$ cat src/design/amvi_pkg.sv
// shared widths and constants for the accelerometer mean / velocity integrator
// no dependencies

package amvi_pkg;

  localparam int COUNT_BITS  = 24;
  localparam int SAMPLE_BITS = 16;

  localparam int RAW_W    = 16;
  localparam int GAIN_W   = 17;
  localparam int ACC_W    = 25;
  localparam int SUM_W    = 40;
  localparam int VSUM_W   = 64;
  localparam int MVEL_W   = 49;
  localparam int TOTAL_W  = 24;
  localparam int PROD_W   = SAMPLE_BITS + GAIN_W + 1;
  localparam int SHIFT    = 8;
  localparam int DIV_CNT_W = $clog2(VSUM_W);

  localparam logic [GAIN_W-1:0]     GAIN_RESET = GAIN_W'(10045);
  localparam logic [COUNT_BITS-1:0] COUNT_MAX  = {COUNT_BITS{1'b1}};

  localparam logic KIND_SAMPLE = 1'b0;
  localparam logic KIND_REPORT = 1'b1;

endpackage

$ cat src/design/amvi_div.sv
// radix-2 restoring divider, one quotient bit per cycle
// unsigned 64-bit dividend by a count-wide divisor; uses amvi_pkg

module amvi_div (
  input  logic                                clk,
  input  logic                                rst_n,
  input  logic                                start,
  input  logic [amvi_pkg::VSUM_W-1:0]         dividend,
  input  logic [amvi_pkg::COUNT_BITS-1:0]     divisor,
  output logic                                done,
  output logic [amvi_pkg::VSUM_W-1:0]         quotient
);

  logic                                  run_r;
  logic                                  done_r;
  logic [amvi_pkg::DIV_CNT_W-1:0]        cnt_r;
  logic [amvi_pkg::COUNT_BITS-1:0]       rem_r;
  logic [amvi_pkg::VSUM_W-1:0]           dvd_r;
  logic [amvi_pkg::COUNT_BITS:0]         rem_sh;
  logic                                  ge;
  logic [amvi_pkg::COUNT_BITS:0]         rem_diff;
  logic [amvi_pkg::COUNT_BITS-1:0]       rem_nxt;
  logic [amvi_pkg::VSUM_W-1:0]           dvd_nxt;

  assign rem_sh   = {rem_r, dvd_r[amvi_pkg::VSUM_W-1]};
  assign ge       = rem_sh >= {1'b0, divisor};
  assign rem_diff = rem_sh - {1'b0, divisor};
  assign rem_nxt  = ge ? rem_diff[amvi_pkg::COUNT_BITS-1:0]
                       : rem_sh[amvi_pkg::COUNT_BITS-1:0];
  assign dvd_nxt  = {dvd_r[amvi_pkg::VSUM_W-2:0], ge};

  always_ff @(posedge clk) begin
    if (!rst_n) begin
      run_r  <= 1'b0;
      done_r <= 1'b0;
      cnt_r  <= '0;
    end else begin
      done_r <= 1'b0;
      if (start) begin
        run_r <= 1'b1;
        cnt_r <= '0;
      end else if (run_r) begin
        cnt_r <= cnt_r + 1'b1;
        if (cnt_r == {amvi_pkg::DIV_CNT_W{1'b1}}) begin
          run_r  <= 1'b0;
          done_r <= 1'b1;
        end
      end
    end
  end

  always_ff @(posedge clk) begin
    if (start) begin
      rem_r <= '0;
      dvd_r <= dividend;
    end else if (run_r) begin
      rem_r <= rem_nxt;
      dvd_r <= dvd_nxt;
    end
  end

  assign done     = done_r;
  assign quotient = dvd_r;

endmodule

$ cat src/design/accel_mean_velocity_integrator_core.sv
// top level: scales three-axis samples, keeps saturating sums and velocities,
// reports means through a shared bit-serial divider; uses amvi_pkg and amvi_div

// A sample item keeps busy high through a multiply, an accumulate and a
// velocity-sum step for each axis in turn, then one finish step, and skips
// the velocity-sum steps when the count is full; its result strobes on
// out_valid in the first cycle with busy low. A report item runs six
// divisions in turn through one radix-2 divider with busy high throughout; a
// report with no samples goes straight to the finish step. The result is
// shown for exactly one cycle and cannot be stalled. A new item may start in
// the cycle its predecessor's result is shown. No clearing pass after reset.

module accel_mean_velocity_integrator_core (
  input  logic                                  clk,
  input  logic                                  rst_n,
  input  logic                                  cfg_wr_en,
  input  logic [amvi_pkg::GAIN_W-1:0]           cfg_wr_data,
  input  logic                                  start,
  output logic                                  busy,
  input  logic                                  in_kind,
  input  logic signed [amvi_pkg::RAW_W-1:0]     in_raw_x,
  input  logic signed [amvi_pkg::RAW_W-1:0]     in_raw_y,
  input  logic signed [amvi_pkg::RAW_W-1:0]     in_raw_z,
  output logic                                  out_valid,
  output logic                                  out_result_kind,
  output logic signed [amvi_pkg::ACC_W-1:0]     out_accel_x_out,
  output logic signed [amvi_pkg::ACC_W-1:0]     out_accel_y_out,
  output logic signed [amvi_pkg::ACC_W-1:0]     out_accel_z_out,
  output logic signed [amvi_pkg::MVEL_W-1:0]    out_mean_vel_x,
  output logic signed [amvi_pkg::MVEL_W-1:0]    out_mean_vel_y,
  output logic signed [amvi_pkg::MVEL_W-1:0]    out_mean_vel_z,
  output logic [amvi_pkg::TOTAL_W-1:0]          out_sample_total,
  output logic                                  out_no_samples,
  output logic                                  out_count_full
);

  localparam logic [2:0] ST_IDLE  = 3'd0;
  localparam logic [2:0] ST_MUL   = 3'd1;
  localparam logic [2:0] ST_ACC   = 3'd2;
  localparam logic [2:0] ST_VSUM  = 3'd3;
  localparam logic [2:0] ST_DLOAD = 3'd4;
  localparam logic [2:0] ST_DWAIT = 3'd5;
  localparam logic [2:0] ST_DONE  = 3'd6;

  localparam logic [1:0] AXIS_LAST = 2'd2;

  function automatic logic signed [amvi_pkg::SUM_W-1:0] sat_add_sum(
    input logic signed [amvi_pkg::SUM_W-1:0] a,
    input logic signed [amvi_pkg::ACC_W-1:0] b
  );
    logic signed [amvi_pkg::SUM_W:0] s;
    s = (amvi_pkg::SUM_W+1)'(a) + (amvi_pkg::SUM_W+1)'(b);
    if (s[amvi_pkg::SUM_W] != s[amvi_pkg::SUM_W-1]) begin
      sat_add_sum = s[amvi_pkg::SUM_W] ? {1'b1, {(amvi_pkg::SUM_W-1){1'b0}}}
                                       : {1'b0, {(amvi_pkg::SUM_W-1){1'b1}}};
    end else begin
      sat_add_sum = s[amvi_pkg::SUM_W-1:0];
    end
  endfunction

  function automatic logic signed [amvi_pkg::VSUM_W-1:0] sat_add_vsum(
    input logic signed [amvi_pkg::VSUM_W-1:0] a,
    input logic signed [amvi_pkg::SUM_W-1:0]  b
  );
    logic signed [amvi_pkg::VSUM_W:0] s;
    s = (amvi_pkg::VSUM_W+1)'(a) + (amvi_pkg::VSUM_W+1)'(b);
    if (s[amvi_pkg::VSUM_W] != s[amvi_pkg::VSUM_W-1]) begin
      sat_add_vsum = s[amvi_pkg::VSUM_W] ? {1'b1, {(amvi_pkg::VSUM_W-1){1'b0}}}
                                         : {1'b0, {(amvi_pkg::VSUM_W-1){1'b1}}};
    end else begin
      sat_add_vsum = s[amvi_pkg::VSUM_W-1:0];
    end
  endfunction

  logic [2:0]                                state_r, state_nxt;
  logic [1:0]                                axis_r;
  logic                                      phase_r;
  logic                                      full_r;
  logic                                      neg_r;
  logic                                      out_valid_r;
  logic                                      kind_r;
  logic                                      no_samples_r;
  logic [amvi_pkg::GAIN_W-1:0]               gain_r;
  logic [amvi_pkg::COUNT_BITS-1:0]           count_r;
  logic signed [amvi_pkg::SUM_W-1:0]         acc_sum_r [3];
  logic signed [amvi_pkg::SUM_W-1:0]         vel_r     [3];
  logic signed [amvi_pkg::VSUM_W-1:0]        vel_sum_r [3];
  logic signed [amvi_pkg::SAMPLE_BITS-1:0]   raw_r     [3];
  logic signed [amvi_pkg::PROD_W-1:0]        prod_r;
  logic signed [amvi_pkg::ACC_W-1:0]         acc_out_r [3];
  logic signed [amvi_pkg::MVEL_W-1:0]        mvel_out_r[3];

  logic signed [amvi_pkg::PROD_W-1:0]        prod_bias;
  logic signed [amvi_pkg::PROD_W-1:0]        prod_shift;
  logic signed [amvi_pkg::ACC_W-1:0]         scaled;
  logic signed [amvi_pkg::SUM_W-1:0]         vel_new;
  logic signed [amvi_pkg::VSUM_W-1:0]        div_src;
  logic [amvi_pkg::VSUM_W-1:0]               div_mag;
  logic                                      div_start;
  logic                                      div_done;
  logic [amvi_pkg::VSUM_W-1:0]               div_q;
  logic [amvi_pkg::VSUM_W-1:0]               q_signed;
  logic                                      accept;

  assign accept = start && (state_r == ST_IDLE);

  // truncation toward zero of product >> 8
  assign prod_bias  = prod_r[amvi_pkg::PROD_W-1]
                      ? amvi_pkg::PROD_W'((1 << amvi_pkg::SHIFT) - 1) : '0;
  assign prod_shift = (prod_r + prod_bias) >>> amvi_pkg::SHIFT;
  assign scaled     = amvi_pkg::ACC_W'(prod_shift);
  assign vel_new    = sat_add_sum(vel_r[axis_r], scaled);

  assign div_src   = phase_r ? vel_sum_r[axis_r] : amvi_pkg::VSUM_W'(acc_sum_r[axis_r]);
  assign div_mag   = div_src[amvi_pkg::VSUM_W-1] ? ('0 - div_src) : div_src;
  assign div_start = (state_r == ST_DLOAD);
  assign q_signed  = neg_r ? ('0 - div_q) : div_q;

  amvi_div u_div (
    .clk      (clk),
    .rst_n    (rst_n),
    .start    (div_start),
    .dividend (div_mag),
    .divisor  (count_r),
    .done     (div_done),
    .quotient (div_q)
  );

  always_comb begin
    state_nxt = state_r;
    case (state_r)
      ST_IDLE: begin
        if (start) begin
          if (in_kind == amvi_pkg::KIND_SAMPLE) begin
            state_nxt = ST_MUL;
          end else if (count_r == '0) begin
            state_nxt = ST_DONE;
          end else begin
            state_nxt = ST_DLOAD;
          end
        end
      end
      ST_MUL:   state_nxt = ST_ACC;
      ST_ACC: begin
        if (!full_r) begin
          state_nxt = ST_VSUM;
        end else if (axis_r == AXIS_LAST) begin
          state_nxt = ST_DONE;
        end else begin
          state_nxt = ST_MUL;
        end
      end
      ST_VSUM:  state_nxt = (axis_r == AXIS_LAST) ? ST_DONE : ST_MUL;
      ST_DLOAD: state_nxt = ST_DWAIT;
      ST_DWAIT: begin
        if (div_done) begin
          state_nxt = (axis_r == AXIS_LAST && phase_r) ? ST_DONE : ST_DLOAD;
        end
      end
      ST_DONE:  state_nxt = ST_IDLE;
      default:  state_nxt = ST_IDLE;
    endcase
  end

  always_ff @(posedge clk) begin
    if (!rst_n) begin
      state_r     <= ST_IDLE;
      out_valid_r <= 1'b0;
      gain_r      <= amvi_pkg::GAIN_RESET;
      count_r     <= '0;
      axis_r      <= '0;
      phase_r     <= 1'b0;
      for (int i = 0; i < 3; i++) begin
        acc_sum_r[i] <= '0;
        vel_r[i]     <= '0;
        vel_sum_r[i] <= '0;
      end
    end else begin
      state_r     <= state_nxt;
      out_valid_r <= (state_r == ST_DONE);
      if (cfg_wr_en) begin
        gain_r <= cfg_wr_data;
      end
      case (state_r)
        ST_IDLE: begin
          axis_r  <= '0;
          phase_r <= 1'b0;
        end
        ST_ACC: begin
          if (!full_r) begin
            acc_sum_r[axis_r] <= sat_add_sum(acc_sum_r[axis_r], scaled);
            vel_r[axis_r]     <= vel_new;
          end else begin
            axis_r <= axis_r + 1'b1;
          end
        end
        ST_VSUM: begin
          vel_sum_r[axis_r] <= sat_add_vsum(vel_sum_r[axis_r], vel_r[axis_r]);
          axis_r            <= axis_r + 1'b1;
          if (axis_r == AXIS_LAST) begin
            count_r <= count_r + 1'b1;
          end
        end
        ST_DWAIT: begin
          if (div_done) begin
            if (axis_r == AXIS_LAST) begin
              axis_r  <= '0;
              phase_r <= 1'b1;
            end else begin
              axis_r <= axis_r + 1'b1;
            end
          end
        end
        default: begin
        end
      endcase
    end
  end

  // payload and result registers
  always_ff @(posedge clk) begin
    if (accept) begin
      kind_r       <= in_kind;
      raw_r[0]     <= amvi_pkg::SAMPLE_BITS'(in_raw_x);
      raw_r[1]     <= amvi_pkg::SAMPLE_BITS'(in_raw_y);
      raw_r[2]     <= amvi_pkg::SAMPLE_BITS'(in_raw_z);
      full_r       <= (count_r == amvi_pkg::COUNT_MAX);
      no_samples_r <= (in_kind == amvi_pkg::KIND_REPORT) && (count_r == '0);
      for (int i = 0; i < 3; i++) begin
        acc_out_r[i]  <= '0;
        mvel_out_r[i] <= '0;
      end
    end
    if (state_r == ST_MUL) begin
      prod_r <= amvi_pkg::PROD_W'(raw_r[axis_r])
              * amvi_pkg::PROD_W'(signed'({1'b0, gain_r}));
    end
    if (state_r == ST_ACC) begin
      acc_out_r[axis_r] <= scaled;
    end
    if (state_r == ST_DLOAD) begin
      neg_r <= div_src[amvi_pkg::VSUM_W-1];
    end
    if (state_r == ST_DWAIT && div_done) begin
      if (phase_r) begin
        mvel_out_r[axis_r] <= q_signed[amvi_pkg::MVEL_W-1:0];
      end else begin
        acc_out_r[axis_r] <= q_signed[amvi_pkg::ACC_W-1:0];
      end
    end
  end

  assign busy             = (state_r != ST_IDLE);
  assign out_valid        = out_valid_r;
  assign out_result_kind  = kind_r;
  assign out_accel_x_out  = acc_out_r[0];
  assign out_accel_y_out  = acc_out_r[1];
  assign out_accel_z_out  = acc_out_r[2];
  assign out_mean_vel_x   = mvel_out_r[0];
  assign out_mean_vel_y   = mvel_out_r[1];
  assign out_mean_vel_z   = mvel_out_r[2];
  assign out_sample_total = amvi_pkg::TOTAL_W'(count_r);
  assign out_no_samples   = no_samples_r;
  assign out_count_full   = full_r && (kind_r == amvi_pkg::KIND_SAMPLE);

endmodule

$ cat config.mk
export PLATFORM = sky130hd
export DESIGN_NAME = accel_mean_velocity_integrator_core
export DESIGN_NICKNAME = d
export VERILOG_FILES = /design/src/design/amvi_pkg.sv /design/src/design/amvi_div.sv /design/src/design/accel_mean_velocity_integrator_core.sv
export SDC_FILE = /design/constraint.sdc
export NUM_CORES = 2
export LEC_CHECK = 0
export BUFFER_PORTS_ARGS = -buffer_cell sky130_fd_sc_hd__buf_2
export CAP_MARGIN = 15
export CORE_MARGIN = 1
export CORE_UTILIZATION = 50
export DETAILED_ROUTE_END_ITERATION = 10
export PLACE_DENSITY_LB_ADDON = 0.3
export SYNTH_ARGS = -nofsm -noshare
export SYNTH_HDL_FRONTEND = slang
export SYNTH_SLANG_ARGS = --single-unit
$ cat constraint.sdc
create_clock -name clk -period 8.4 [get_ports clk]
set_input_delay 0.42 -clock clk [delete_from_list [all_inputs] [get_ports clk]]
set_output_delay 0.42 -clock clk [all_outputs]
set_load 0.03 [all_outputs]
==> results.sh <==
export IMPL_layout_drive_gt1_share=0.129
export IMPL_synthDistinctLibCells=107
export IMPL_relSlewSlack=0.199
export IMPL_setup_violations=0
export IMPL_cts_resized_gates=0
export IMPL_cp_end_kind="flop"
export IMPL_synth_xor_area_frac=0.0449
export IMPL_synth_seq_cells=1030
export IMPL_worst_slack_ns=0.987
export IMPL_final_common_cell="edfxtp_1"
export IMPL_finalNetCount=6825
export IMPL_max_freq_mhz=135
export IMPL_synth_area_leaders="edfxtp_1 44%, fa_1 6.5%, ha_1 5.9%"
export IMPL_cts_sinks=1030
export IMPL_synth_top_area_frac=0.438
export IMPL_clkLatencyLatePin_ns=0.75
export IMPL_outcome="finished, final reports clean"
export IMPL_ant_nets=0
export IMPL_ys_warn_count=0
export IMPL_io_pins=321
export IMPL_multi_input_area_mm2=0.0321
export IMPL_port_buffers=320
export IMPL_antenna_found_initial=10
export IMPL_dp_hpwl_um=129000
export IMPL_wire_per_inst_um=22.8
export IMPL_hold_violations=0
export IMPL_finalSetupTns_ns=0
export IMPL_synth_top_family_by_area="simple AND/OR/NAND/NOR gates"
export IMPL_dieArea_mm2=0.131
export IMPL_synth_edff_count=948
export IMPL_cts_tree="yes"
export IMPL_initial_core_util=0.507
export IMPL_mostFrequentLayoutCells="948 x edfxtp_1, 659 x nor2_1, 497 x o21ai_0"
export IMPL_yosys_area_share_simple=0.130
export IMPL_grt_pass1_vias=47300
export IMPL_arrival_ns=7.89
export IMPL_drc_errors=0
export IMPL_whs_ns=0.202
export IMPL_synthesis_nets=6523
export IMPL_ys_flop_type="edfxtp_1"
export IMPL_avgSynthCellArea_um2=10.9
export IMPL_grt_ovfl_total=0
export IMPL_synth_area_leader_cell="edfxtp_1"
export IMPL_first_pass_iters=6
export IMPL_grt_max_degree=108
export IMPL_post_cts_buffers=0
export IMPL_synthAdderAreaFrac=0.130
export IMPL_synthToLayoutAreaGrowth_pct=11.8
export IMPL_cp_required_ns=8.87
export IMPL_hp_class="input port to flop"
export IMPL_worstPathMaxFanout=16
export IMPL_min_period_over_period=0.883
export IMPL_fillers=10800
export IMPL_die_w_um=362
export IMPL_clk_path_buf_depth=3
export IMPL_wl_um=184000
export IMPL_ys_async_sr_fraction=0
export IMPL_synth_compound_area_share=0.118
export IMPL_skew_ns=0.0558
export IMPL_gp_congestion=0.960
export IMPL_critPathKind="flop to flop"
export IMPL_cts_buffers=109
export IMPL_die_h_um=362
export IMPL_rows=131
export IMPL_core_region_area_mm2=0.128
export IMPL_pre_cts_slack_ns=1.00
export IMPL_worstMarginPinSlew_ns=1.20
export IMPL_ff_latch_area_mm2=0.0301
export IMPL_cap_violations=0
export IMPL_h_tree_depth=3
export IMPL_synth_cells=5933
export IMPL_rsz0062_at_grt="false"
export IMPL_synthMuxAreaShare=0.0683
export IMPL_clk_pin_slew_ns=0.06
export IMPL_maxSlewViolCount=0
export IMPL_start_kind="flop"
export IMPL_grt_usage=0.276
export IMPL_clock_root_buffer="clkbuf_16"
export IMPL_num_vias=48500
export IMPL_drt_initial_drc_count=4723
export IMPL_finalCriticalPeriod_ns=7.41
export IMPL_syn_area_mm2=0.0650
export IMPL_grt_pass1_wl_um=280000
export IMPL_ys_seq_area_frac=0.464
export IMPL_viasPerCell=6.02
## cell families after synthesis
group                      count (synthesis)
DFF                                     1030
adders and majority gates                556
xor gates and xnor gates                 333
buffers and inverters                    677
and+or+nand+nor                         1829
AOI/OAI and AO/OA                       1266
muxes                                    242
## path summary, 6_finish.rpt
path	end	startpoint	cells after the start	slack, ns
setup / recovery	prod_r[32]$_DFFE_PP_	flop	26	0.99
hold / removal	state_r[1]$_SDFFE_PN0P_	start	4	0.20
setup reg to reg	prod_r[32]$_DFFE_PP_	flop	26	0.99
hold reg to reg	u_div.rem_r[9]$_SDFFE_PP0P_	u_div.rem_r[9]$_SDFFE_PP0P_	2	0.48
## metrics by stage
step / cell area (um^2) / util / std cells
after floorplan: 65000 / - / 5933
after global placement: 68400 / 0.534 / 7787
after detailed placement: 68400 / 0.534 / 7787
after CTS: 72600 / 0.566 / 8051
after global routing: 72600 / 0.566 / 8055
final: 72600 / 0.566 / 8057
## what timing repair did
item	4_1_cts	5_1_grt
setup endpoints to repair	0	0
hold buffers	66	0
endpoints found under the hold margin	66	0
## synthesized netlist by cell type (all sizes together), types with 9 or more instances
cell type  instances
edfxtp           948
nor2             669
o21ai            525
nand2            507
inv              368
ha               308
a21oi            274
clkbuf           257
fa               212
xnor2            172
xor2             161
mux4             144
and2             122
nor3             120
a21o             115
mux2i             94
nor2b             90
dfxtp             82
nand3             73
a211oi            50
buf               50
o21bai            50
nand4             43
nand2b            42
maj3              36
a31oi             35
o31ai             31
o211ai            28
o21a              28
or2               28
and3              27
nor4              27
or3               26
and4              14
or4               14
o41ai             11
a2111oi            9
a21boi             9
a31o               9
o2111ai            9
## flip-flops by register name, indices dropped and copies added (netlist names), 2 cells and up, named ones only
signal / flops
mvel_out_r: 147
out_sample_total: 24
acc_sum_r: 160
vel_sum_r: 256
u_div.cnt_r: 6
vel_r: 160
gain_r: 17
u_div.rem_r: 24
state_r: 3
prod_r: 34
axis_r: 2
raw_r: 48
acc_out_r: 75
u_div.quotient: 64
## layer usage
metal,wire length (um),GRT usage
met4,7370,0.107
met2,86600,0.456
met3,15300,0.0499
met5,51,0
met1,74700,0.362
## final cells by class
cell class,instances,area share
diodes,6,0.000207
inverters,368,0.0190
clock inverters,72,0.0101
clock buffers,126,0.0387
flip-flops and latches,1030,0.415
multi-input cells,4226,0.443
repair buffers,500,0.0447
well taps,1729,0.0298
## critical path, stage by stage, from the launching register on
cell	delay [ns]
dfxtp_4	0.52
mux2i_1	0.22
nor2_1	0.05
a21oi_1	0.54
buf_4	0.29
nor2b_1	0.08
fa_1	0.53
inv_1	0.05
fa_1	0.50
fa_1	0.53
inv_1	0.05
fa_1	0.46
fa_1	0.54
inv_1	0.05
fa_1	0.52
inv_1	0.04
ha_1	0.36
a21o_1	0.18
a21o_1	0.18
a21oi_1	0.14
o21ai_0	0.16
a31o_2	0.33
a31oi_1	0.20
a21oi_1	0.15
a21o_1	0.19
a21oi_1	0.19
xnor2_1	0.09
Power is not shown: default switching activity piles up to over one toggle a cycle in this logic, so the estimate is an artifact.
